## config.mk

```make
export PLATFORM = sky130hd
export DESIGN_NAME = qvt_div_stage
export DESIGN_NICKNAME = d
export VERILOG_FILES = /design/src/assert_macros.svh /design/src/qvt_pkg.sv /design/src/qvt_div_stage.sv
export SDC_FILE = /design/constraint.sdc
export NUM_CORES = 1
export LEC_CHECK = 0
export ABC_AREA = 0
export BUFFER_PORTS_ARGS = -buffer_cell sky130_fd_sc_hd__buf_2
export CORE_MARGIN = 5
export CORE_UTILIZATION = 58
export CTS_BUF_LIST = sky130_fd_sc_hd__clkbuf_4
export DETAILED_ROUTE_END_ITERATION = 10
export PLACE_DENSITY = 0.95
export RECOVER_POWER = 25
export SLEW_MARGIN = 20
export SYNTH_ARGS = -nofsm -noshare
export SYNTH_HDL_FRONTEND = slang
export SYNTH_SLANG_ARGS = --single-unit
```

## constraint.sdc

```tcl
create_clock -name clk_i -period 0.8 [get_ports clk_i]
set_input_delay 0.08 -clock clk_i [delete_from_list [all_inputs] [get_ports clk_i]]
set_output_delay 0.08 -clock clk_i [all_outputs]
set_load 0.005 [all_outputs]
```

## src/assert_macros.svh

```systemverilog
// Assertion macros for the RTL.
`ifndef ASSERT_MACROS_SVH
`define ASSERT_MACROS_SVH

`ifndef SYNTHESIS
`define QVT_ASSERT(lbl, clk, rstn, prop, msg) \
  lbl: assert property (@(posedge clk) disable iff (!rstn) prop) else $error(msg);
`define QVT_ASSERT_NEXT(lbl, clk, rstn, ante, cons, msg) \
  lbl: assert property (@(posedge clk) disable iff (!rstn) ante |=> cons) else $error(msg);
`else
`define QVT_ASSERT(lbl, clk, rstn, prop, msg)
`define QVT_ASSERT_NEXT(lbl, clk, rstn, ante, cons, msg)
`endif

`endif

```

## src/qvt_pkg.sv

```systemverilog
package qvt_pkg;

  localparam int DIV_BITS   = 64;
  localparam int DIV_STEPS  = 4;
  localparam int DIV_STAGES = DIV_BITS / DIV_STEPS;
  localparam int DVS_W      = 33;

  typedef enum logic [2:0] {
    REG_QUAT_W      = 3'd0,
    REG_QUAT_X      = 3'd1,
    REG_QUAT_Y      = 3'd2,
    REG_QUAT_Z      = 3'd3,
    REG_VIEW_SCALE  = 3'd4,
    REG_PERSPECTIVE = 3'd5,
    REG_FOCAL       = 3'd6,
    REG_EYE_DIST    = 3'd7
  } qvt_reg_e;

  typedef struct packed {
    logic signed [31:0] point_x;
    logic signed [31:0] point_y;
    logic signed [31:0] point_z;
  } qvt_in_t;

  typedef struct packed {
    logic signed [31:0] rotated_x;
    logic signed [31:0] rotated_y;
    logic signed [31:0] rotated_z;
    logic signed [31:0] screen_x;
    logic signed [31:0] screen_y;
    logic signed [31:0] screen_z;
    logic               saturated;
  } qvt_out_t;

  typedef struct packed {
    logic signed [15:0] quat_w;
    logic signed [15:0] quat_x;
    logic signed [15:0] quat_y;
    logic signed [15:0] quat_z;
    logic        [31:0] view_scale;
    logic               perspective_on;
    logic signed [31:0] focal_length;
    logic signed [31:0] eye_distance;
  } qvt_cfg_t;

  typedef struct packed {
    logic               vld;
    logic signed [31:0] rx;
    logic signed [31:0] ry;
    logic signed [31:0] rz;
    logic               flag;
  } qvt_rot_t;

  typedef struct packed {
    logic               vld;
    logic signed [31:0] rx;
    logic signed [31:0] ry;
    logic signed [31:0] rz;
    logic signed [31:0] sx;
    logic signed [31:0] sy;
    logic signed [31:0] sz;
    logic               flag;
    logic               persp;
    logic signed [63:0] num_x;
    logic signed [63:0] num_y;
    logic signed [32:0] denom;
  } qvt_proj_t;

  typedef struct packed {
    logic               vld;
    logic [DVS_W-1:0]   rem;
    logic [DIV_BITS-1:0] dvd;
    logic [DIV_BITS-1:0] quo;
    logic [DVS_W-1:0]   dvs;
  } qvt_div_t;

  // {flag, value}
  function automatic logic [32:0] sat32(input logic signed [67:0] v);
    if (v > 68'sd2147483647) begin
      return {1'b1, 32'h7fffffff};
    end else if (v < -68'sd2147483648) begin
      return {1'b1, 32'h80000000};
    end else begin
      return {1'b0, v[31:0]};
    end
  endfunction

endpackage

```

## src/qvt_div_stage.sv

```systemverilog
module qvt_div_stage import qvt_pkg::*; (
  input  logic     clk_i,
  input  logic     rst_ni,
  input  qvt_div_t d_i,
  output qvt_div_t d_o
);

  qvt_div_t       n;
  logic [DVS_W:0] r;
  logic           qbit;
  qvt_div_t       d_q;

  always_comb begin
    n = d_i;
    r = '0;
    qbit = 1'b0;
    for (int k = 0; k < DIV_STEPS; k++) begin
      r     = {n.rem, n.dvd[DIV_BITS-1]};
      n.dvd = n.dvd << 1;
      qbit  = (r >= {1'b0, n.dvs});
      if (qbit) begin
        r = r - {1'b0, n.dvs};
      end
      n.rem = r[DVS_W-1:0];
      n.quo = {n.quo[DIV_BITS-2:0], qbit};
    end
  end

  always_ff @(posedge clk_i or negedge rst_ni) begin
    if (!rst_ni) begin
      d_q <= '0;
    end else begin
      d_q <= n;
    end
  end

  assign d_o = d_q;

endmodule
```

==> results of run 1 <==
## cell families after synthesis
| logic type | Yosys count |
|---|---|
| adders and majority gates | 136 |
| buffers and inverters | 126 |
| xor gates and xnor gates | 99 |
| and+or+nand+nor | 358 |
| AOI/OAI and AO/OA | 397 |
| muxes | 98 |
| other | 1 |
| DFF | 191 |
## metrics by stage
stage / setup slack [ns] / std cells / hold WS [ns] / utilization [%] / instance area (um2)
after floorplan: -8.50 / 1409 / -0.216 / - / 13900
after global placement: -9.07 / 2569 / -0.0166 / 88.2 / 20000
after detailed placement: -10.40 / 2569 / -0.0143 / 88.2 / 20000
==> results.toml, run 1 <==
[run_status]
stop_stage = "4_1_cts"
status = "aborted with a tool error"
error = "[ERROR DPL-0038] Utilization greater than 100%, impossible to legalize"

[clocking]
htree_levels = 4
clockBufferDepth = 2
post_cts_buffers = 47
cts_buffers = 17
root_buffer = "clkbuf_4"
clock-sinks = 191
cts_hold_buf = 156
cts_resized = 206

[logic_synthesis]
synthMuxAreaShare_pct = 8.17
netlist_top_cells_count = "191 x dfrtp_1, 132 x ha_1, 122 x a21oi_1, 98 x nand2_1"
synth_ff_type = "dfrtp_1"
synth_largest_area_cell = "dfrtp_1"
synth_top_area_share_pct = 35.9
synth_edf_count = 0
synth_compound_area_share_pct = 19.3
yosys.area_share.simple_pct = 13.1
seq_area_frac_synth_pct = 35.9
synth.most_common_cell = "dfrtp_1"
synth_area_um2 = 13300
synthTopCellsByArea = "dfrtp_1 36%, ha_1 12%, mux2_2 5.2%"
synth-xor-area-share_pct = 6.51
synth_seq_cells = 191
synth.avg_cell_area_um2 = 9.48
synth_top_family_by_area = "compound AO/OA/AOI/OAI gates"
ys_types = 77
synth_cells = 1406
synthArstFlopShare_pct = 100
ys_warn_count = 0
synthAdderAreaFrac_pct = 13.0

[floorplanning]
start_util_pct = 58.9
io-pin-count = 392
row_count = 55
die_w_um = 162
die_h_um = 162

[placement]
port_buffers = 383
place_hpwl_um = 55400
gp_congestion = 1.11
==> inputs of run 2 (changes only) <==
--- a/config.mk
+++ b/config.mk
@@ -8,10 +8,9 @@
 export ABC_AREA = 0
 export BUFFER_PORTS_ARGS = -buffer_cell sky130_fd_sc_hd__buf_2
 export CORE_MARGIN = 5
-export CORE_UTILIZATION = 58
-export CTS_BUF_LIST = sky130_fd_sc_hd__clkbuf_4
+export CORE_UTILIZATION = 40
 export DETAILED_ROUTE_END_ITERATION = 10
-export PLACE_DENSITY = 0.95
+export PLACE_DENSITY_LB_ADDON = 0.15
 export RECOVER_POWER = 25
 export SLEW_MARGIN = 20
 export SYNTH_ARGS = -nofsm -noshare
==> results.toml, run 2 <==
[worst_setup_path]
crit_slowest_cell = "or4_4"
worst_setup_path_end_kind = "register"
critPathMaxStageDelay_ns = 0.48
crit_required_ns = 1.14
start_kind = "primary input"
worst-setup-path-type = "in2reg"
startpoint = "d_i[160]"
cp.arrival_ns = 9.87
critPathMaxFanout = 8

[floorplanning]
die_area_um2 = 37100
io-pin-count = 392
die_h_um = 193
row_count = 66
start_util_pct = 40.8
fp.coreArea_um2 = 32700
die_w_um = 193

[layout]
syn_to_final_growth_pct = 83.0
multi_input_area_um2 = 9340
final-instance-count-excl-fill = 2995
largest_reg_flops = 191
final_common_cell = "buf_4"
fillers = 2373
drive_gt1_share_pct = 49.4
final_nets = 2873
layout_common_cells = "577 x buf_4, 322 x buf_2, 190 x dfrtp_1"
design_area_um2 = 24400
regArea_um2 = 4780

[flow_run]
maxCapViolations = 0

[placement]
place_hpwl_um = 45400
port_buffers = 383
place_ws_ns = -9.40
place_area_um2 = 20300
place_inst = 2743
gp_congestion = 0.927

[timing]
rsz0062_at_grt = "true"
hold_viol_final = 0
final-setup-viol-count = 228
worst_slack_ns = -8.73
finalCriticalPeriod_ns = 9.53
max_freq_mhz = 105
fin_crit_sh_pct = 1190
drv_slew = 0
worst_pin_slew_ns = 0.534
relSlewSlack_pct = 64.0

[logic_synthesis]
ys_warn_count = 0
synth_edf_count = 0
synth.avg_cell_area_um2 = 9.48
synth.most_common_cell = "dfrtp_1"
synth_cells = 1406
synth_largest_area_cell = "dfrtp_1"
seq_area_frac_synth_pct = 35.9
synth_area_um2 = 13300
ys_types = 77
netlist_top_cells_count = "191 x dfrtp_1, 132 x ha_1, 122 x a21oi_1, 98 x nand2_1"
synth_top_area_share_pct = 35.9
synthTopCellsByArea = "dfrtp_1 36%, ha_1 12%, mux2_2 5.2%"
synthArstFlopShare_pct = 100
synth_ff_type = "dfrtp_1"
synth_seq_cells = 191

[power]
power_density_nw_per_um2 = 4670
p_leak_uw = 0.0120
power.total_uw = 114000
vdd_ir_drop_max_uv = 3020

[grt]
grt-ovfl-total = 0
grt_max_degree = 32
grt_usage_pct = 32.0
antenna_found_initial = 2
grt_pass1_vias = 16300
grt_pass1_wl_um = 91600

[clocking]
cts_tree = "done"
clockBufferDepth = 2
htree_levels = 4
clock-sinks = 191
clkTransAtPathRegs_ns = 0.08
root_buffer = "clkbuf_16"
cts_buffers = 17

[detailed_routing]
drtAntennaViolNets = 0
drcViolationCount = 0
num_vias = 15500
met3_length_um = 3850
wl_met2_um = 28900
wl_um = 61700
viasPerCell = 5.19
wl_per_cell_um = 20.6
top_layer_used = "met5"
m1WireLength_um = 25400
first_pass_iters = 7
drt_iter0_drc = 898

[run_status]
violations = "negative setup slack"
status = "finished with violations"

[worst_hold_path]
hp-class = "in2async"
run 2: cell counts after synthesis:
Identical to the previous run, type by type.
run 2: logic make-up (layout without fill, tap and decap cells):
group / after synthesis / after routing / share of synthesized area [%]
multiplexers: 98 / 98 / 8.17
AO/OA/AOI/OAI: 397 / 397 / 19.3
other: 1 / 5 / 0.0281
adder cells (fa/ha/maj): 136 / 136 / 13.0
buffers and inverters: 126 / 1269 / 4.03
flip-flops: 191 / 191 / 35.9
AND/OR/NAND/NOR: 358 / 358 / 13.1
XOR/XNOR: 99 / 99 / 6.51
run 2: final cells by class:
| type | count | area share [%] |
|---|---|---|
| Clock inverter | 13 | 0.575 |
| Tap cell | 442 | 2.27 |
| Antenna cell | 1 | 0.0103 |
| Sequential cell | 191 | 19.6 |
| Timing Repair Buffer | 1151 | 36.0 |
| Inverter | 87 | 1.42 |
| Multi-Input combinational cell | 1092 | 38.3 |
| Clock buffer | 18 | 1.80 |
run 2: report_power, final:
group	switching, uW	internal, uW
sequential	564	11600
combinational	39900	53300
clock	4210	4480
total	44600	69300
run 2: metal layers:
layer / GRT usage (%) / up-vias
li1: - / 7387
met1: 39.8 / 7442
met2: 53.1 / 565
met3: 5.90 / 152
met4: 17.0 / 2
met5: 0 / -
run 2: metrics by stage:
step	hold WS, ns	setup TNS, ns	util [%]
after floorplan	-0.216	-297.77	-
after global placement	0.0245	-326.46	62.2
after detailed placement	0.0272	-329.77	62.2
after CTS	0.101	-350.23	73.3
after global routing	0.126	-370.08	74.6
final	0.114	-351.50	74.6
run 2: final timing paths:
kind / slack, ns / cells after the start / endpoint
max in group asynchronous: 0.19 / 3 / d_o[111]
min in group clk_i: 0.23 / 5 / d_o[161]
hold / removal: 0.11 / 2 / d_o[11]
setup / recovery: -8.73 / 52 / d_o[172]
run 2: what timing repair did:
item,CTS,global route
endpoints found under the hold margin,346,0
pin swaps,38,52
setup endpoints to repair,228,228
setup buffers,35,23
hold buffers,156,0
resized for setup,202,88
cloned,9,1
run 2: worst max-delay path: cells and delay by family:
kind            cells  cell delay (ns)
compound gates     21             3.73
fa+ha+maj           5             1.12
buf+inv            12             1.54
simple gates        9             1.85
mux                 5             1.51
Power figures use the tool's default switching activity.
==> inputs of run 3 (changes only) <==
--- a/config.mk
+++ b/config.mk
@@ -16,3 +16,4 @@
 export SYNTH_ARGS = -nofsm -noshare
 export SYNTH_HDL_FRONTEND = slang
 export SYNTH_SLANG_ARGS = --single-unit
+export TNS_END_PERCENT = 50
==> results.toml, run 3 (synthesis results as in run 2) <==
[detailed_routing]
viasPerCell = 5.19
met3_length_um = 3500
first_pass_iters = 5
drtAntennaViolNets = 0
drcViolationCount = 0
wl_um = 60700
m1WireLength_um = 25100
wl_met2_um = 29100
top_layer_used = "met5"
drt_iter0_drc = 788
wl_per_cell_um = 20.3
num_vias = 15500

[power]
power_density_nw_per_um2 = 4640
clkPwrFrac_pct = 8.2
switching_share_pct = 39.7
p_leak_uw = 0.0120
p_sw_uw = 45400
comb_power_share_pct = 81.2
vdd_ir_drop_max_uv = 2860
intPower_uw = 68800
power_frac_seq_pct = 10.6

[timing]
drv_slew = 0
final-setup-viol-count = 228
worst_slack_ns = -8.79
hold_viol_final = 0
finalCriticalPeriod_ns = 9.59
fin_crit_sh_pct = 1200
max_freq_mhz = 104
rsz0062_at_grt = "true"
worst_pin_slew_ns = 0.561
relSlewSlack_pct = 62.2

[worst_setup_path]
crit_slowest_cell = "fa_2"
crit_required_ns = 1.14
start_kind = "primary input"
path_depth = 54
cp.buffers_inverters = 12
worst-setup-path-type = "in2reg"
critPathMaxFanout = 8
worst_setup_path_end_kind = "register"
startpoint = "d_i[160]"
cp.arrival_ns = 9.93
critPathMaxStageDelay_ns = 0.35
critPathTopFamily = "compound AO/OA/AOI/OAI gates"

[placement]
gp_congestion = 0.956
place_hpwl_um = 45100
place_area_um2 = 20300
port_buffers = 383

[layout]
design_area_um2 = 24600
fin_util_pct = 75.2
final_nets = 2871
syn_to_final_growth_pct = 84.6
drive_gt1_share_pct = 50.8
layout_common_cells = "571 x buf_4, 327 x buf_2, 191 x dfrtp_1"
final_common_cell = "buf_4"
largest_reg_flops = 191

[grt]
grt_usage_pct = 31.7
grt_max_degree = 32
grt_pass1_wl_um = 90300
grt-ovfl-total = 0
grt_pass1_vias = 16100
antenna_found_initial = 3

[worst_hold_path]
min_from = "d_i[157]"
hp-class = "in2reg"
hold_depth = 4

[floorplanning]
die_h_um = 193
io-pin-count = 392
fp.coreArea_um2 = 32700
start_util_pct = 40.8
die_area_um2 = 37100
die_w_um = 193
row_count = 66

[clocking]
clkTransAtPathRegs_ns = 0.08
cts_buffers = 17
clock-sinks = 191
htree_levels = 4
root_buffer = "clkbuf_16"
clockBufferDepth = 2
cts_tree = "done"

[flow_run]
maxCapViolations = 0

[run_status]
status = "finished with violations"
violations = "negative setup slack"
-- run 3: area by class of cell --
cell class                      instances  area (um2)
Multi-Input combinational cell       1092        9560
Clock inverter                         15         215
Antenna cell                            1        2.50
Fill cell                            2360        8100
Sequential cell                       191        4780
Timing Repair Buffer                 1149        8710
Clock buffer                           17         425
Inverter                               87         355
Tap cell                              442         553
-- run 3: what timing repair did --
| item | in CTS | in global routing |
|---|---|---|
| resized for setup | 207 | 119 |
| endpoints found under the hold margin | 346 | 0 |
| buffers inserted | 34 | 24 |
| hold buffers | 156 | 0 |
| pin swaps | 61 | 93 |
| endpoints found under the setup margin | 228 | 228 |
| gates cloned | 6 | 1 |
-- run 3: power by group through the flow --
| stage | combinational, uW | sequential (uW) | clock, uW |
|---|---|---|---|
| after floorplan | 43400 | 12300 | 0 |
| after global placement | 71600 | 12100 | 0 |
| after CTS | 88000 | 12000 | 9530 |
| after detailed placement | 72900 | 12100 | 0 |
| final | 92800 | 12000 | 9370 |
| after global routing | 99500 | 12200 | 9960 |
-- run 3: path summary, 6_finish.rpt --
| path | end | slack (ns) |
|---|---|---|
| hold / removal | d_o[161] | 0.1 |
| setup / recovery | d_o[170] | -8.79 |
| max in group asynchronous | d_o[48] | 0.04 |
| min in group asynchronous | d_o[160] | 0.17 |
-- run 3: layer usage --
metal / GRT usage [%] / up-vias
met1: 40.0 / 7432
met2: 54.2 / 578
met3: 4.67 / 142
li1: - / 7371
met4: 13.7 / 4
met5: 0 / -
-- run 3: per-stage QoR --
step	setup WS (ns)	cells	hold slack [ns]	total power [uW]	TNS, ns
final	-8.79	2994	0.0950	114000	-352.61
after global placement	-9.76	2744	0.0167	83700	-341.72
after CTS	-8.83	2971	0.0475	110000	-358.70
after global routing	-9.10	2994	0.121	122000	-373.06
after detailed placement	-9.99	2744	0.0130	85000	-350.04
after floorplan	-8.50	1409	-0.216	55700	-297.91
==> inputs of run 4 (changes only) <==
--- a/config.mk
+++ b/config.mk
@@ -12,6 +12,7 @@
 export DETAILED_ROUTE_END_ITERATION = 10
 export PLACE_DENSITY_LB_ADDON = 0.15
 export RECOVER_POWER = 25
+export SKIP_LAST_GASP = 1
 export SLEW_MARGIN = 20
 export SYNTH_ARGS = -nofsm -noshare
 export SYNTH_HDL_FRONTEND = slang
==> results.toml, run 4 (synthesis results as in run 2) <==
[run_status]
status = "finished with violations"
violations = "negative setup slack"

[worst_setup_path]
worst_setup_path_end_kind = "register"
worst-setup-path-type = "in2reg"
critPathMaxFanout = 8
crit_slowest_cell = "or4_4"
start_kind = "primary input"
critPathMaxStageDelay_ns = 0.47
crit_required_ns = 1.14
crit_path_frequent_cell = "o21ai_2"
startpoint = "d_i[160]"
cp.arrival_ns = 9.93

[floorplanning]
start_util_pct = 40.8
die_h_um = 193
io-pin-count = 392
fp.coreArea_um2 = 32700
die_area_um2 = 37100
die_w_um = 193
row_count = 66

[layout]
design_area_um2 = 24600
final_nets = 2868
largest_reg_flops = 191
layout_common_cells = "569 x buf_4, 329 x buf_2, 191 x dfrtp_1"
syn_to_final_growth_pct = 84.5
fin_util_pct = 75.2
drive_gt1_share_pct = 50.6
final_common_cell = "buf_4"

[detailed_routing]
wl_per_cell_um = 20.4
first_pass_iters = 5
wl_um = 61000
drtAntennaViolNets = 0
drcViolationCount = 0
num_vias = 15500
viasPerCell = 5.20
drt_iter0_drc = 754

[power]
power_density_nw_per_um2 = 4660
vdd_ir_drop_max_uv = 2780
comb_power_share_pct = 81.3
p_leak_uw = 0.0120
intPower_uw = 68900
p_sw_uw = 45600
power_frac_seq_pct = 10.5
clkPwrFrac_pct = 8.2
switching_share_pct = 39.8

[clocking]
cts_buffers = 17
clockBufferDepth = 2
clock-sinks = 191
cts_tree = "done"
htree_levels = 4
root_buffer = "clkbuf_16"
clkTransAtPathRegs_ns = 0.08

[worst_hold_path]
min_from = "d_i[157]"
hp-class = "in2reg"
holdPathEnd = "d_o[161]"
hold_depth = 4

[timing]
hold_ws_ns = 0.0935
relSlewSlack_pct = 62.9
fin_crit_sh_pct = 1200
hold_viol_final = 0
rsz0062_at_grt = "true"
final-setup-viol-count = 228
max_freq_mhz = 104
worst_slack_ns = -8.80
finalCriticalPeriod_ns = 9.60
worst_pin_slew_ns = 0.550
drv_slew = 0

[placement]
place_area_um2 = 20300
place_ws_ns = -9.99
port_buffers = 383
gp_congestion = 0.956
place_hpwl_um = 45100

[grt]
antenna_found_initial = 4
use_met1_pct = 39.9
met3_usage_pct = 5.45
grt_usage_pct = 31.8
grt_busiest_layer = "met2"
grt_max_degree = 32
grt.met2_usage_pct = 53.3
grt_pass1_vias = 16200
grt_pass1_wl_um = 90400
grt-ovfl-total = 0

[flow_run]
maxCapViolations = 0
[run 4: cell types whose count changed in the layout (fill, tap and decap cells not counted), sizes merged]
cell,previous run,this run
diode,1,2
buf,979,975
clkbuf,31,32
[run 4: worst max path at each step]
stage                           to  slack [ns]  depth (start not counted)
after floorplan           d_o[190]       -8.50                         51
after global placement    d_o[162]       -9.76                         47
after detailed placement  d_o[178]       -9.99                         48
after CTS                 d_o[178]       -8.83                         53
after global routing      d_o[186]       -9.08                         53
final                     d_o[186]       -8.80                         53
[run 4: final cells by class]
| class | count | area [um2] |
|---|---|---|
| multi-input cells | 1092 | 9590 |
| repair buffers | 1146 | 8660 |
| fillers | 2347 | 8110 |
| flip-flops and latches | 191 | 4780 |
| well taps | 442 | 553 |
| clock buffers | 17 | 425 |
| inverters | 87 | 355 |
| clock inverters | 15 | 215 |
| diodes | 2 | 5.00 |
[run 4: metrics by stage]
stage | std cells | TNS [ns] | power, uW
after floorplan | 1409 | -297.91 | 55700
after global placement | 2744 | -341.72 | 83700
after detailed placement | 2744 | -350.04 | 85000
after CTS | 2971 | -358.70 | 110000
after global routing | 2992 | -372.26 | 122000
final | 2992 | -352.87 | 115000
[run 4: power groups by stage]
stage	clock network [uW]	registers [uW]	logic (uW)
global route	9940	12200	99700
floorplan	0	12300	43400
CTS	9530	12000	88000
finish	9400	12100	93100
detailed placement	0	12100	72900
global placement	0	12100	71600
[run 4: worst max-delay path, delay by kind of cell]
family          cells  cell delay, ns
compound gates     22            3.94
fa+ha+maj           5            1.24
buf+inv            11            1.39
mux                 5            1.52
simple gates       10            1.75
[run 4: timing repair]
item / in CTS / in global routing
gates cloned: 6 / 1
hold buffers: 156 / 0
gates resized for setup: 202 / 127
setup buffers: 34 / 24
endpoints found under the hold margin: 346 / 0
endpoints found under the setup margin: 228 / 228
pin swaps: 61 / 87
[run 4: per-layer routing]
layer / part of all wire [%] / up-vias
met3: 6.2 / 145
met4: 5.1 / 4
li1: - / 7370
met2: 47 / 585
met5: 0.056 / -
met1: 41 / 7443
